--- config.mk ---
export PLATFORM = sky130hd
export DESIGN_NAME = adc_packet_stream_parser_unit
export DESIGN_NICKNAME = d
export VERILOG_FILES = /design/src/rtl/adcps_pkg.sv /design/src/rtl/adc_packet_stream_parser_unit.sv /design/src/rtl/adcps_cfg_regs.sv /design/src/rtl/adcps_in_reg.sv /design/src/rtl/adcps_parser.sv /design/src/rtl/adcps_out_reg.sv
export SDC_FILE = /design/constraint.sdc
export NUM_CORES = 1
export LEC_CHECK = 0
export CORE_MARGIN = 4
export CORE_UTILIZATION = 35
export CTS_CLUSTER_DIAMETER = 100
export CTS_CLUSTER_SIZE = 14
export DETAILED_ROUTE_END_ITERATION = 8
export DONT_BUFFER_PORTS = 1
export SYNTH_ARGS = -nofsm -noshare
export SYNTH_HDL_FRONTEND = slang
export SYNTH_SLANG_ARGS = --single-unit
--- constraint.sdc ---
create_clock -name clk -period 19.2 [get_ports clk]
set_clock_uncertainty 0.05 [all_clocks]
set_input_delay 0 -clock clk [delete_from_list [all_inputs] [get_ports clk]]
set_output_delay 0 -clock clk [all_outputs]
set_load 0.01 [all_outputs]
--- src/rtl/adcps_pkg.sv ---
// ----------------------------------------------------------------------------
// adcps_pkg
// Shared types and constants of the ADC packet stream parser.
// ----------------------------------------------------------------------------
package adcps_pkg;

	typedef enum logic [2:0] {
		KIND_HEADER     = 3'd0,
		KIND_PREAMBLE   = 3'd1,
		KIND_ALARM      = 3'd2,
		KIND_SAMPLE     = 3'd3,
		KIND_BAD_MAGIC  = 3'd4,
		KIND_PACKET_END = 3'd5
	} kind_t;

	localparam int CFG_IDX_W = 4;
	localparam int TDATA_W   = 248;

	localparam logic [CFG_IDX_W-1:0] CFG_NA_ID = 4'd0;
	localparam logic [CFG_IDX_W-1:0] CFG_NB_ID = 4'd1;

	localparam logic [15:0] NA_ID_RESET = 16'd20033;
	localparam logic [15:0] NB_ID_RESET = 16'd20034;
	localparam logic [15:0] MAGIC       = 16'h5053;   // "PS"

	// header byte offsets
	localparam logic [31:0] OFF_MAGIC   = 32'd1;
	localparam logic [31:0] OFF_ID      = 32'd3;
	localparam logic [31:0] OFF_LEN     = 32'd7;
	localparam logic [31:0] OFF_HDR_END = 32'd15;

	// body byte offsets
	localparam logic [31:0] OFF_STATUS   = 32'h03;
	localparam logic [31:0] OFF_ADC      = 32'h07;
	localparam logic [31:0] OFF_SEQ      = 32'h0F;
	localparam logic [31:0] OFF_LOLO     = 32'h1B;
	localparam logic [31:0] OFF_LO       = 32'h1F;
	localparam logic [31:0] OFF_HI       = 32'h23;
	localparam logic [31:0] OFF_HIHI     = 32'h27;
	localparam logic [31:0] NA_START     = 32'h18;
	localparam logic [31:0] NB_START     = 32'h28;

	typedef struct packed {
		logic [15:0] na_id;
		logic [15:0] nb_id;
	} cfg_t;

	typedef struct packed {
		kind_t              kind;
		logic [31:0]        field_a;
		logic [31:0]        field_b;
		logic [63:0]        field_c;
		logic [31:0]        field_d;
		logic signed [23:0] sample_value;
		logic [30:0]        sample_index;
		logic [31:0]        packet_number;
		logic               end_of_packet;
	} result_t;

endpackage

--- src/rtl/adc_packet_stream_parser_unit.sv ---
// ----------------------------------------------------------------------------
// adc_packet_stream_parser_unit
// Parses a byte stream of ADC packets into header, preamble, alarm, sample,
// packet end and bad magic results.
// ----------------------------------------------------------------------------
// Usage:
//   s_* carries one stream byte per transfer. m_* carries at most one result
//   per byte: m_tuser is the result kind, m_tlast closes a packet, m_tdata
//   holds the fields. cfg_* writes the NA and NB message id registers; write
//   it only while no bytes are in flight.
//   One byte is taken every cycle unless the receiver stalls; the input
//   register and the result register, which drives m_tvalid, are split by
//   a single pass of decode logic, so the rate is set by that one stage.
//   When the receiver stalls, the result register holds and the input
//   register takes a byte only while it is empty; further bytes wait on
//   s_tready. Bytes that give no result still pass through the input
//   register. Reset clears all packet state and the counters and loads the
//   default ids 20033 and 20034. After a bad magic, bytes are taken and
//   dropped until the next reset.
// ----------------------------------------------------------------------------
module adc_packet_stream_parser_unit (
	input  logic                            clk,
	input  logic                            arst_n,
	input  logic                            s_tvalid,
	output logic                            s_tready,
	input  logic [7:0]                      s_tdata,    // stream_byte
	output logic                            m_tvalid,
	input  logic                            m_tready,
	// field_a, field_b, field_c, field_d, sample_value, sample_index,
	// packet_number, one zero pad bit
	output logic [adcps_pkg::TDATA_W-1:0]   m_tdata,
	output logic [2:0]                      m_tuser,    // kind
	output logic                            m_tlast,    // end_of_packet
	input  logic                            cfg_valid,
	output logic                            cfg_ready,
	input  logic [adcps_pkg::CFG_IDX_W-1:0] cfg_index,
	input  logic [15:0]                     cfg_data
);
	import adcps_pkg::*;

	cfg_t       cfg;
	result_t    res;
	logic       emit;
	logic       take;
	logic       out_ready;
	logic [7:0] data_s1;

	adcps_cfg_regs u_cfg (
		.clk       (clk),
		.arst_n    (arst_n),
		.cfg_valid (cfg_valid),
		.cfg_ready (cfg_ready),
		.cfg_index (cfg_index),
		.cfg_data  (cfg_data),
		.cfg       (cfg)
	);

	adcps_in_reg u_in (
		.clk       (clk),
		.arst_n    (arst_n),
		.s_tvalid  (s_tvalid),
		.s_tready  (s_tready),
		.s_tdata   (s_tdata),
		.out_ready (out_ready),
		.take      (take),
		.data_s1   (data_s1)
	);

	adcps_parser u_parser (
		.clk     (clk),
		.arst_n  (arst_n),
		.take    (take),
		.data_s1 (data_s1),
		.cfg     (cfg),
		.emit    (emit),
		.res     (res)
	);

	adcps_out_reg u_out (
		.clk       (clk),
		.arst_n    (arst_n),
		.load      (emit),
		.res       (res),
		.out_ready (out_ready),
		.m_tvalid  (m_tvalid),
		.m_tready  (m_tready),
		.m_tdata   (m_tdata),
		.m_tuser   (m_tuser),
		.m_tlast   (m_tlast)
	);

`ifndef SYNTHESIS
	// an empty result register must never block the input
	a_ready_when_empty: assert property (@(posedge clk) disable iff (!arst_n)
		!m_tvalid |-> s_tready)
		else $error("input stalled with empty result register");

	a_end_closes: assert property (@(posedge clk) disable iff (!arst_n)
		m_tvalid && m_tuser == KIND_PACKET_END |-> m_tlast)
		else $error("packet end result without end flag");

	a_bad_magic_open: assert property (@(posedge clk) disable iff (!arst_n)
		m_tvalid && m_tuser == KIND_BAD_MAGIC |-> !m_tlast)
		else $error("bad magic result carries end flag");
`endif

endmodule

--- src/rtl/adcps_cfg_regs.sv ---
// ----------------------------------------------------------------------------
// adcps_cfg_regs
// Message id registers written through the configuration channel.
// ----------------------------------------------------------------------------
module adcps_cfg_regs (
	input  logic                            clk,
	input  logic                            arst_n,
	input  logic                            cfg_valid,
	output logic                            cfg_ready,
	input  logic [adcps_pkg::CFG_IDX_W-1:0] cfg_index,
	input  logic [15:0]                     cfg_data,
	output adcps_pkg::cfg_t                 cfg
);
	import adcps_pkg::*;

	cfg_t cfg_q;

	assign cfg_ready = 1'b1;
	assign cfg      = cfg_q;

	always_ff @(posedge clk or negedge arst_n) begin
		if (!arst_n) begin
			cfg_q.na_id <= NA_ID_RESET;
			cfg_q.nb_id <= NB_ID_RESET;
		end else if (cfg_valid) begin
			// drop writes to unknown indexes
			case (cfg_index)
				CFG_NA_ID: cfg_q.na_id <= cfg_data;
				CFG_NB_ID: cfg_q.nb_id <= cfg_data;
				default: ;
			endcase
		end
	end

endmodule

--- src/rtl/adcps_in_reg.sv ---
// ----------------------------------------------------------------------------
// adcps_in_reg
// Input register of the byte stream; holds one byte while the result side stalls.
// ----------------------------------------------------------------------------
module adcps_in_reg (
	input  logic       clk,
	input  logic       arst_n,
	input  logic       s_tvalid,
	output logic       s_tready,
	input  logic [7:0] s_tdata,
	input  logic       out_ready,
	output logic       take,
	output logic [7:0] data_s1
);
	logic valid_s1;

	assign take     = valid_s1 && out_ready;
	assign s_tready = !valid_s1 || out_ready;

	always_ff @(posedge clk or negedge arst_n) begin
		if (!arst_n) begin
			valid_s1 <= 1'b0;
		end else if (s_tready) begin
			valid_s1 <= s_tvalid;
		end
	end

	always_ff @(posedge clk) begin
		if (s_tvalid && s_tready) begin
			data_s1 <= s_tdata;
		end
	end

endmodule

--- src/rtl/adcps_parser.sv ---
// ----------------------------------------------------------------------------
// adcps_parser
// Packet state and per-byte decode: header, preamble, alarms, samples, packet end and bad magic.
// ----------------------------------------------------------------------------
module adcps_parser (
	input  logic                clk,
	input  logic                arst_n,
	input  logic                take,
	input  logic [7:0]          data_s1,
	input  adcps_pkg::cfg_t     cfg,
	output logic                emit,
	output adcps_pkg::result_t  res
);
	import adcps_pkg::*;

	typedef enum logic [1:0] {
		PH_HEADER,
		PH_BODY,
		PH_HALT
	} phase_t;

	phase_t      phase_q, phase_d;
	logic [31:0] off_q, off_d;
	logic [1:0]  mod3_q, mod3_d;          // body offset modulo 3
	logic [63:0] hdr_q, hdr_d;
	logic [15:0] id_q, id_d;
	logic [31:0] len_q, len_d;
	logic [63:0] fs_q, fs_d;
	logic [31:0] saved_q [3];
	logic [31:0] saved_d [3];
	logic [23:0] ss_q, ss_d;
	logic [30:0] scnt_q, scnt_d;
	logic [31:0] pcnt_q, pcnt_d;

	logic [63:0] hdr_next;
	logic [63:0] fs_next;
	logic [23:0] ss_next;
	logic        last;
	logic        na;
	logic        nb;
	logic        in_samples;
	logic        complete;

	assign hdr_next = {hdr_q[55:0], data_s1};
	assign fs_next  = {fs_q[55:0], data_s1};
	assign ss_next  = {ss_q[15:0], data_s1};
	assign last     = (off_q == len_q - 32'd1);
	assign na       = (id_q == cfg.na_id);
	assign nb       = !na && (id_q == cfg.nb_id);
	assign in_samples = na ? (off_q >= NA_START) : (off_q >= NB_START);
	// NA start is a multiple of 3, NB start is one above a multiple of 3
	assign complete   = na ? (mod3_q == 2'd2) : (mod3_q == 2'd0);

	always_comb begin
		phase_d = phase_q;
		off_d   = off_q;
		mod3_d  = mod3_q;
		hdr_d   = hdr_q;
		id_d    = id_q;
		len_d   = len_q;
		fs_d    = fs_q;
		saved_d = saved_q;
		ss_d    = ss_q;
		scnt_d  = scnt_q;
		pcnt_d  = pcnt_q;
		emit    = 1'b0;
		res     = '0;
		res.packet_number = pcnt_q;

		if (take) begin
			case (phase_q)
				PH_HEADER: begin
					hdr_d = hdr_next;
					if (off_q == OFF_MAGIC && hdr_next[15:0] != MAGIC) begin
						phase_d     = PH_HALT;
						off_d       = '0;
						emit        = 1'b1;
						res.kind    = KIND_BAD_MAGIC;
						res.field_a = {16'd0, hdr_next[15:0]};
					end else if (off_q == OFF_HDR_END) begin
						pcnt_d  = pcnt_q + 32'd1;
						off_d   = '0;
						mod3_d  = '0;
						scnt_d  = '0;
						ss_d    = '0;
						fs_d    = '0;
						phase_d = (len_q == 32'd0) ? PH_HEADER : PH_BODY;
						emit    = 1'b1;
						res.kind          = KIND_HEADER;
						res.field_a       = {16'd0, id_q};
						res.field_b       = len_q;
						res.field_c       = {32'd0, hdr_next[63:32]};
						res.field_d       = hdr_next[31:0];
						res.packet_number = pcnt_q + 32'd1;
						res.end_of_packet = (len_q == 32'd0);
					end else begin
						if (off_q == OFF_ID) begin
							id_d = hdr_next[15:0];
						end
						if (off_q == OFF_LEN) begin
							len_d = hdr_next[31:0];
						end
						off_d = off_q + 32'd1;
					end
				end
				PH_BODY: begin
					fs_d = fs_next;
					if (off_q == OFF_STATUS) begin
						saved_d[0] = fs_next[31:0];
					end else if (off_q == OFF_ADC) begin
						saved_d[1] = fs_next[31:0];
					end else if (off_q == OFF_SEQ) begin
						emit        = 1'b1;
						res.kind    = KIND_PREAMBLE;
						res.field_a = saved_q[0];
						res.field_b = saved_q[1];
						res.field_c = fs_next;
					end

					if (nb) begin
						if (off_q == OFF_LOLO) begin
							saved_d[0] = fs_next[31:0];
						end else if (off_q == OFF_LO) begin
							saved_d[1] = fs_next[31:0];
						end else if (off_q == OFF_HI) begin
							saved_d[2] = fs_next[31:0];
						end else if (off_q == OFF_HIHI) begin
							emit        = 1'b1;
							res.kind    = KIND_ALARM;
							res.field_a = saved_q[0];
							res.field_b = saved_q[1];
							res.field_c = {32'd0, saved_q[2]};
							res.field_d = fs_next[31:0];
						end
					end

					if ((na || nb) && in_samples) begin
						ss_d = ss_next;
						if (complete) begin
							emit             = 1'b1;
							res.kind         = KIND_SAMPLE;
							res.sample_value = ss_next;
							res.sample_index = scnt_q;
							scnt_d           = scnt_q + 31'd1;
						end
					end

					if (last) begin
						phase_d = PH_HEADER;
						off_d   = '0;
						mod3_d  = '0;
						if (!emit) begin
							emit     = 1'b1;
							res.kind = KIND_PACKET_END;
						end
						res.end_of_packet = 1'b1;
					end else begin
						off_d  = off_q + 32'd1;
						mod3_d = (mod3_q == 2'd2) ? 2'd0 : mod3_q + 2'd1;
					end
				end
				PH_HALT: ;   // ignore everything until reset
				default: ;
			endcase
		end
	end

	always_ff @(posedge clk or negedge arst_n) begin
		if (!arst_n) begin
			phase_q  <= PH_HEADER;
			off_q    <= '0;
			mod3_q   <= '0;
			hdr_q    <= '0;
			id_q     <= '0;
			len_q    <= '0;
			fs_q     <= '0;
			saved_q  <= '{default: '0};
			ss_q     <= '0;
			scnt_q   <= '0;
			pcnt_q   <= '0;
		end else begin
			phase_q  <= phase_d;
			off_q    <= off_d;
			mod3_q   <= mod3_d;
			hdr_q    <= hdr_d;
			id_q     <= id_d;
			len_q    <= len_d;
			fs_q     <= fs_d;
			saved_q  <= saved_d;
			ss_q     <= ss_d;
			scnt_q   <= scnt_d;
			pcnt_q   <= pcnt_d;
		end
	end

endmodule

--- src/rtl/adcps_out_reg.sv ---
// ----------------------------------------------------------------------------
// adcps_out_reg
// Result register driving the master-side stream.
// ----------------------------------------------------------------------------
module adcps_out_reg (
	input  logic                            clk,
	input  logic                            arst_n,
	input  logic                            load,
	input  adcps_pkg::result_t              res,
	output logic                            out_ready,
	output logic                            m_tvalid,
	input  logic                            m_tready,
	output logic [adcps_pkg::TDATA_W-1:0]   m_tdata,
	output logic [2:0]                      m_tuser,
	output logic                            m_tlast
);
	import adcps_pkg::*;

	result_t res_q;
	logic    valid_q;

	assign out_ready = !valid_q || m_tready;
	assign m_tvalid  = valid_q;
	assign m_tuser   = res_q.kind;
	assign m_tlast   = res_q.end_of_packet;
	assign m_tdata   = {1'b0, res_q.packet_number, res_q.sample_index,
		res_q.sample_value, res_q.field_d, res_q.field_c, res_q.field_b,
		res_q.field_a};

	always_ff @(posedge clk or negedge arst_n) begin
		if (!arst_n) begin
			valid_q <= 1'b0;
		end else if (out_ready) begin
			valid_q <= load;
		end
	end

	always_ff @(posedge clk) begin
		if (out_ready && load) begin
			res_q <= res;
		end
	end

endmodule

---- Word level (Yosys, flattened, before mapping) ----
Index checks and enable logic that the tools add are counted.
storage, ports and cells
  flip-flop bits (word level) ............. 664
  input bits .............................. 33
  output and inout port bits .............. 255
  word-level logic and storage cells ...... 165
cells by class
  add/subtract/negate cells ............... 5
  order comparisons ....................... 2
  equality and inequality tests ........... 21
  multiplexer cells ....................... 75
  bitwise operators ....................... 4
  reduce and logical (&&, ||, !) cells .... 31
operator list
  kind                                                               count
  163-bit 2-to-1 mux                                                 5
  32-bit 2-to-1 mux                                                  11
  163-bit case mux with 2 select lines                               1
  131-bit 2-to-1 mux                                                 2
  144-bit 2-to-1 mux                                                 1
  129-bit 2-to-1 mux                                                 1
  128-bit 2-to-1 mux                                                 1
  31-bit 2-to-1 mux                                                  4
  56-bit 2-to-1 mux                                                  2
  56-bit case mux with 2 select lines                                1
  33-bit 2-to-1 mux                                                  3
  96-bit 2-to-1 mux                                                  1
  32-bit by 1-bit adder with 32-bit output (second input constant)   2
  32-bit by 5-bit == test with 1-bit output (second input constant)  2
  32-bit by 6-bit == test with 1-bit output (second input constant)  2
  64-bit 2-to-1 mux                                                  1
  32-bit case mux with 2 select lines                                1
  31-bit case mux with 2 select lines                                1
  16-bit 2-to-1 mux                                                  3
  35-bit 2-to-1 mux                                                  1
  16-bit == test                                                     2
  32-bit by 1-bit == test with 1-bit output (second input constant)  1
  32-bit by 2-bit == test with 1-bit output (second input constant)  1
  32-bit by 3-bit == test with 1-bit output (second input constant)  1
  32 further kinds                                                   87

---- Logic depth before layout (Yosys ltp) ----
Gate-level depths: netlist (run 1).
  depth in word-level cells ............... 17
  gate-level depth with buffers ........... 14
  depth with buffers taken out ............ 11

---- By module ----
A second synthesis (run 1) with hierarchy kept.
unflattened totals
  cells, all modules ...................... 2288
  area, all modules ....................... 28994.1 um^2
by module, submodules not included
  module          instances  cells each  area an instance (um^2)  sequential area each (um^2)
  adcps_parser    1          1946        19787.7                  9283.9
  adcps_out_reg   1          257         7602.3                   7562.3
  adcps_cfg_regs  1          72          1303.8                   815.8
  adcps_in_reg    1          13          300.3                    265.3

---- Least setup slack after synthesis (run 1) ----
No wires, ideal clock.
  kind .................................... reg-to-reg
  from .................................... reg u_parser.len_q[0]
  to ...................................... reg u_out.res_q (netlist bit u_out.m_tdata[0]) (enable)
  setup time .............................. 659 ps
  arrival ................................. 8486 ps
  data required time ...................... 18491 ps
  setup slack ............................. 10006 ps
  stages on the path, launching flop included .. 12
  buffers on the path ..................... 2
  clock period less this slack ............ 9194 ps
  cell sequence ........................... dfrtp_1 buf_6 or4_4 or3_1 buf_6 nor4_1 xnor2_1 nand3_1 nor4b_2 and2_1 nand3_1 nand2b_1
on the way
  word-level cells in the longest chain between the ends .. 6
RTL lines
  item                                           RTL line             RTL
  start: declaration                             adcps_parser.sv:27   logic [31:0] len_q, len_d;
  start signal: assignment                       adcps_parser.sv:187  len_q <= len_d;
  32-bit by 1-bit subtractor with 32-bit output  adcps_parser.sv:47   assign last = (off_q == len_q - 32'd1);
  32-bit == test                                 adcps_parser.sv:47
  1-bit 2-to-1 mux                               adcps_parser.sv:148  if (last) begin
  1-bit case mux with 2 select lines             adcps_parser.sv:71   case (phase_q)
  1-bit 2-to-1 mux                               adcps_parser.sv:70   if (take) begin
  1-bit logical AND                              adcps_out_reg.sv:39  if (out_ready && load) begin
  end signal: assignment                         adcps_out_reg.sv:40  res_q <= res;
  end: declaration                               adcps_out_reg.sv:19  result_t res_q;
No other way between the ends.
A chain may end at the register's enable or synchronous reset.

---- Final worst setup path (run 1) ----
  from .................................... reg u_parser.len_q[6]
  to ...................................... reg u_out.res_q (netlist bit u_out.m_tdata[81]) (enable)
Same word-level chain as after synthesis.

==> results of run 1 <==
-- final cells by class --
type                            instances  area [um^2]
Sequential cell                       664        17900
Clock inverter                          4         50.0
Multi-Input combinational cell       1458        10200
Fill cell                            7642        49000
Clock buffer                           93         1500
Tap cell                             1060         1330
Timing Repair Buffer                   75          743
Inverter                               34          128
Antenna cell                            3         7.51
-- worst paths after layout --
kind | startpoint | to | cells after the start
min reg2reg | u_parser.fs_q[54]$_DFFE_PN0P_ | u_parser.fs_q[54]$_DFFE_PN0P_ | 2
max | u_parser.len_q[6]$_DFFE_PN0P_ | u_out.m_tdata[81]$_SDFFCE_PN0P_ | 10
min | arst_n | u_parser.hdr_q[55]$_DFFE_PN0P_ | 2
max reg2reg | u_parser.len_q[6]$_DFFE_PN0P_ | u_out.m_tdata[81]$_SDFFCE_PN0P_ | 10
min in group clk | cfg_data[6] | u_cfg.cfg[22]$_DFFE_PN1P_ | 2
max in group asynchronous | arst_n | u_parser.id_q[7]$_DFFE_PN0P_ | 4
-- worst reg2reg max path: cells and delay by family, from the launching register on --
family          cells  cell delay [ns]
compound gates      1             0.52
buf+inv             1             0.83
flops               1             0.50
simple gates        8             3.26
-- repair_timing --
| item | 4_1_cts | 5_1_grt |
|---|---|---|
| hold buffers | 44 | 0 |
| endpoints found under the hold margin | 456 | 0 |
| buffers inserted | 0 | 0 |
-- power groups by stage --
stage / registers, W / logic (W) / clock network [W]
floorplan: 0.00158 / 0.000107 / 0
global placement: 0.00162 / 0.000123 / 0
detailed placement: 0.00162 / 0.000127 / 0
CTS: 0.00159 / 0.000156 / 0.00107
global route: 0.00160 / 0.000173 / 0.00113
finish: 0.00159 / 0.000156 / 0.00103
-- metal layers --
layer	vias up	wire length, um
met5	-	27
met4	4	1840
met3	107	7220
met2	677	38100
met1	9368	34000
li1	8225	-
-- state kept, by name (all words and copies together) (netlist names), 3 cells and up --
| register | count |
|---|---|
| u_out.m_tdata | 247 |
| u_parser.saved_q | 96 |
| u_parser.fs_q | 56 |
| u_parser.hdr_q | 56 |
| u_cfg.cfg | 32 |
| u_parser.len_q | 32 |
| u_parser.off_q | 32 |
| u_parser.pcnt_q | 32 |
| u_parser.scnt_q | 31 |
| u_parser.id_q | 16 |
| u_parser.ss_q | 16 |
| u_in.data_s1 | 8 |
| u_out.m_tuser | 3 |
-- layout by cell type, fill, tap and decap left out, drive strengths merged, types with 4 or more instances in the layout --
cell and count:
a21oi 51, a222oi 15, a22o 32, a22oi 89, a31oi 4, and2 85, and3 48, and4 5
buf 32, clkbuf 93, dfrtp 393, dfstp 12, dlygate4sd3 43, edfxtp 259, ha 6, inv 36
mux2 237, nand2 131, nand2b 11, nand3 69, nand4 33, nor2 231, nor2b 6, nor3 26
nor4 34, nor4b 8, o211ai 4, o21ai 69, o41ai 5, or2 7, or3 23, or4 9
xnor2 100, xor2 79
-- through the flow --
stage          instances  utilization, %  cell area, um^2  setup slack, ns  total power, W
2_1_floorplan       2302               -            28800            10.01         0.00169
3_3_place_gp        3245            36.9            29800            13.56         0.00174
3_5_place_dp        3245            36.9            29800            13.53         0.00175
4_1_cts             3386            39.4            31900            13.51         0.00281
5_1_grt             3389            39.4            31900            13.10         0.00290
6_report            3391            39.4            31900            13.52         0.00278
-- logic make-up after synthesis --
logic type | share of synthesized area [%]
other cells | 0.0261
fa+ha+maj | 0.261
xor+xnor | 5.45
compound gates | 7.12
mux | 9.38
buf+inv | 2.48
simple gates | 12.9
flops | 62.3
==> results.json, run 1 <==
{
  "drive_above_1_share_pct": 16.0,
  "synth_fp_nets": 2341,
  "finalSetupViolCount": 0,
  "synth_cell_types": 78,
  "max_freq_mhz": 176,
  "grtUsageTotal_pct": 18.3,
  "switching_power_w": 0.000652,
  "worst_pin_slew_ns": 1.25,
  "cts_buffers": 53,
  "via_per_inst": 5.42,
  "crit_family": "simple AND/OR/NAND/NOR gates",
  "grt-busiest-layer": "met2",
  "met2_usage_pct": 29.6,
  "routedWlPerCell_um": 24.0,
  "ys_ff_latch": 664,
  "yosys_warnings": 0,
  "cts_resized": 0,
  "ir_worst_vdd_mv": 0.0696,
  "gp_congestion": 0.902,
  "syn-cell-area_um2": 28800,
  "core_um2": 80900,
  "port_buffers": 0,
  "grt_max_degree": 406,
  "seq_power_share_pct": 57.2,
  "cts.sinks": 664,
  "leakage_nw": 12.4,
  "grt_pass1_wl_um": 121000,
  "slew_violations": 0,
  "arrival_ns": 5.85,
  "firstDrtPassIters": 6,
  "crit_buf_inv": 1,
  "dpl.hpwl_um": 54500,
  "crit_fanout": 196,
  "hold_slack_ns": -0.00260,
  "power.density_nw_per_um2": 87.1,
  "relSlewSlack_pct": 16.1,
  "start_kind": "register",
  "worstPathCellList": "nor4_2 -> nand4_1 -> o22ai_1 -> nand2b_1 -> nor4_1 -> nor4b_2 -> and2_1 -> nand3_1 -> nand2b_4 -> buf_12",
  "pwr-share-comb_pct": 5.6,
  "cts_root_buf": "clkbuf_16",
  "critPathKind": "register to register",
  "synth_most_common_cell": "dfrtp_1",
  "synth_top_area_share_pct": 34.2,
  "clkTransAtPathRegs_ns": 0.07,
  "met1_usage_pct": 24.2,
  "critPathMaxStageDelay_ns": 0.80,
  "cts_tree": "yes",
  "insertion_delay_ns": 0.63,
  "drc": 0,
  "htreeDepth": 2,
  "grt_pass1_vias": 18400,
  "critPathSlowestCell": "buf_12",
  "clkPwrFrac_pct": 37.1,
  "period_share_pct": 29.6,
  "die_area_um2": 86800,
  "swShare_pct": 23.5,
  "violations": "negative hold slack",
  "cp.required_ns": 19.37,
  "ant_nets": 0,
  "synth.largest_area_cell": "dfrtp_1",
  "grtUsageMet3_pct": 5.59,
  "drtIter0Drc": 1423,
  "die_y_um": 295,
  "antenna_found_initial": 6,
  "rsz0062_at_grt": "false",
  "cap_violations": 0,
  "setup_tns_ns": 0,
  "clockBufferDepth": 3,
  "area_growth_syn_to_layout_pct": 11.0,
  "postSynthCellCount": 2302,
  "dr_total_vias": 18400,
  "grt_overflow": 0,
  "ys.flop_type": "dfrtp_1",
  "synth_edf_count": 259,
  "fin_crit_ns": 5.68,
  "routed_wl_um": 81200,
  "hold_viol": 2,
  "status": "finished, violations left",
  "avgSynthCellArea_um2": 12.5,
  "p_int_w": 0.00213,
  "synthTopCellsByArea": "dfrtp_1 (34%), edfxtp_1 (27%), mux2_2 (9.0%)",
  "synthTopCellsByCount": "dfrtp_1 (393), edfxtp_1 (259), mux2_2 (230), nor2_1 (230), nand2_1 (131)",
  "endpoint_kind": "register",
  "die_x_um": 295,
  "ys_seq_area_share_pct": 62.3,
  "io_pins": 288,
  "hp-class": "input port to asynchronous set/reset pin",
  "ff2ff_setup_slack_ns": 13.52,
  "initial_utilization_pct": 35.5,
  "nets": 2325,
  "num_rows": 104,
  "synthArstFlopShare_pct": 61.0
}
Power figures use the tool's default switching activity.
==> inputs of run 2 (changes only) <==
Settings changed: ABC_AREA set to 1.
Clock period 19.2 ns to 5.9 ns, I/O delays scaled along.
==> run 2 against run 1 <==
The run ends with negative hold slack, max-slew violations left. First-iteration DRC count increased by 81%. Clock-buffer cell count shrank 1. Largest cell class unchanged. Fmax is 36% higher. Register-to-register slack lost 12 ns. Critical path type unchanged. Synthesized area is 8.2% higher. Final area is 6.9% higher. Clock power grew to 3.3 times the previous value.
==> results.json, run 2 <==
{
  "synth_top_area_share_pct": 31.6,
  "synthTopCellsByCount": "nand2_1 (782), dfrtp_1 (393), inv_1 (380)",
  "final_common_cell": "nand2_1",
  "die_x_um": 306,
  "cp.required_ns": 6.10,
  "cts_resized": 0,
  "slew_violations": 278,
  "cts_tree": "yes",
  "endpoint_kind": "register",
  "synth.largest_area_cell": "dfrtp_1",
  "io_pins": 288,
  "cp.depth": 14,
  "clkPwrFrac_pct": 39.1,
  "r2r_start": "u_parser.len_q[3]$_DFFE_PN0P_",
  "cts_buffers": 53,
  "r2r_end": "u_out.m_tdata[224]$_DFFE_PP_",
  "hold_viol": 400,
  "synthTopCellsByArea": "dfrtp_1 (32%), edfxtp_1 (25%), nand2_1 (9.4%)",
  "start_kind": "register",
  "hold_slack_ns": -0.942,
  "power.density_nw_per_um2": 254,
  "p_int_w": 0.00669,
  "grt_max_degree": 406,
  "port_buffers": 0,
  "setup_tns_ns": 0,
  "routed_wl_um": 95300,
  "firstDrtPassIters": 6,
  "ys_ff_latch": 664,
  "crit_family": "simple AND/OR/NAND/NOR gates",
  "core_um2": 88200,
  "die_y_um": 306,
  "cts_root_buf": "clkbuf_16",
  "ys.flop_type": "dfrtp_1",
  "switching_power_w": 0.00199,
  "critPathSlowestCell": "nand2_8",
  "grtUsageTotal_pct": 19.8,
  "cap_violations": 0,
  "grt_overflow": 0,
  "grt_pass1_vias": 22400,
  "clockBufferDepth": 3,
  "via_per_inst": 5.18,
  "num_antenna_cells": 0,
  "synth_cell_types": 51,
  "violations": "negative hold slack, max-slew violations",
  "antenna_found_initial": 0,
  "arrival_ns": 4.39,
  "finalSetupViolCount": 0,
  "leakage_nw": 14.5,
  "initial_utilization_pct": 35.3,
  "cts.sinks": 664,
  "dpl.hpwl_um": 67200,
  "drive_above_1_share_pct": 5.21,
  "grt_pass1_wl_um": 143000,
  "htreeDepth": 2,
  "max_freq_mhz": 239,
  "relSlewSlack_pct": -61.1,
  "ff2ff_setup_slack_ns": 1.71,
  "ir_worst_vdd_mv": 0.209,
  "drc": 0,
  "crit_path_frequent_cell": "nand2_1",
  "gp_congestion": 0.947,
  "mostFrequentLayoutCells": "nand2_1 (778), dfrtp_1 (393), inv_1 (378)",
  "drtIter0Drc": 2580,
  "critPathMaxStageDelay_ns": 0.56,
  "critPathKind": "register to register",
  "worst_pin_slew_ns": 2.42,
  "ys_seq_area_share_pct": 57.6,
  "avgSynthCellArea_um2": 9.09,
  "insertion_delay_ns": 0.63,
  "synthArstFlopShare_pct": 61.0,
  "hold_buffers": 43,
  "routedWlPerCell_um": 20.7,
  "nets": 3437,
  "r2r_cells": 14,
  "post-cts-setup-buffer-count": 0,
  "dr_total_vias": 23800,
  "period_share_pct": 71.0,
  "seq_power_share_pct": 57.3,
  "ant_nets": 0,
  "largest_register_ffs": 247,
  "worstPathCellList": "nor2_1 -> nand2_1 -> nor2_2 -> nand2_1 -> xor2_1 -> nand2_1 -> nor2_1 -> nand3_1 -> nor2_1 -> nand4_1 -> nand2_1 -> nand2_1 -> nand2_8 -> buf_4",
  "postSynthCellCount": 3422,
  "yosys_warnings": 0,
  "rsz0062_at_grt": "false",
  "die_area_um2": 93700,
  "area_growth_syn_to_layout_pct": 9.67,
  "hp-class": "input port to asynchronous set/reset pin",
  "swShare_pct": 22.9,
  "num_rows": 109,
  "synth_most_common_cell": "nand2_1",
  "synth_fp_nets": 3461,
  "fin_crit_ns": 4.19,
  "pwr-share-comb_pct": 3.6,
  "crit_buf_inv": 1,
  "crit_fanout": 81,
  "status": "finished, violations left",
  "synth_edf_count": 259,
  "clkTransAtPathRegs_ns": 0.07,
  "syn-cell-area_um2": 31100
}
==> run 2: area by class of cell <==
class,instances,area [um^2]
Clock buffer,92,1470
Clock inverter,3,26.3
Fill cell,8741,54100
Inverter,392,1480
Multi-Input combinational cell,2215,11100
Sequential cell,664,17900
Tap cell,1165,1460
Timing Repair Buffer,72,686
==> run 2: metrics by stage <==
step	setup WS (ns)	total power [W]	instances	cell area (um^2)	util, %
5_1_grt	1.32	0.00898	4603	34100	38.7
4_1_cts	1.71	0.00875	4603	34100	38.7
3_5_place_dp	1.77	0.00534	4465	32200	36.5
6_report	1.71	0.00867	4603	34100	38.7
2_1_floorplan	0.419	0.00523	3422	31100	-
3_3_place_gp	1.79	0.00534	4465	32200	36.5
==> run 2: worst max-delay path by stage <==
stage,to,from
after global placement,u_out.m_tdata[218]$_DFFE_PP_,u_parser.len_q[3]$_DFFE_PN0P_
after global routing,u_out.m_tdata[228]$_DFFE_PP_,u_parser.len_q[3]$_DFFE_PN0P_
after detailed placement,u_out.m_tdata[227]$_DFFE_PP_,u_parser.len_q[3]$_DFFE_PN0P_
after floorplan,u_out.m_tdata[0]$_SDFFCE_PN0P_,u_parser.len_q[0]$_DFFE_PN0P_
final,u_out.m_tdata[224]$_DFFE_PP_,u_parser.len_q[3]$_DFFE_PN0P_
after CTS,u_out.m_tdata[225]$_DFFE_PP_,u_parser.len_q[3]$_DFFE_PN0P_
==> run 2: kinds of logic (layout without fill, tap and decap cells) <==
group                      count (synthesis)  count (layout)  share of synthesized area (%)
AOI/OAI and AO/OA                        484             484                           8.21
DFF                                      664             664                           57.6
buffers and inverters                    543             559                           6.93
xor gates and xnor gates                 142             142                           4.00
and+or+nand+nor                         1542            1542                           21.7
muxes                                     39              39                           1.25
adders and majority gates                  6               6                          0.241
other                                      2               2                         0.0241
==> run 2: worst reg2reg max path: stages, from the launching register on <==
cell and delay (ns):
dfrtp_1 0.44, nor2_1 0.25, nand2_1 0.13, nor2_2 0.40, nand2_1 0.22, xor2_1 0.28, nand2_1 0.08, nor2_1 0.09
nand3_1 0.08, nor2_1 0.14, nand4_1 0.22, nand2_1 0.15, nand2_1 0.13, nand2_8 0.56, buf_4 0.56
==> run 2: power groups by stage <==
stage | clock [W] | combinational, W | sequential [W]
after floorplan | 0 | 0.000205 | 0.00503
after global routing | 0.00365 | 0.000353 | 0.00498
after detailed placement | 0 | 0.000284 | 0.00506
after global placement | 0 | 0.000280 | 0.00506
final | 0.00339 | 0.000316 | 0.00497
after CTS | 0.00347 | 0.000313 | 0.00497
==> run 2: per-layer routing <==
layer  up-vias  track usage (%)  routed length (um)
li1      11200                -                   -
met1     11700             27.8               41900
met2       842             31.2               43800
met3       145             3.54                6580
met4         0             6.03                2970
met5         -                0                   0
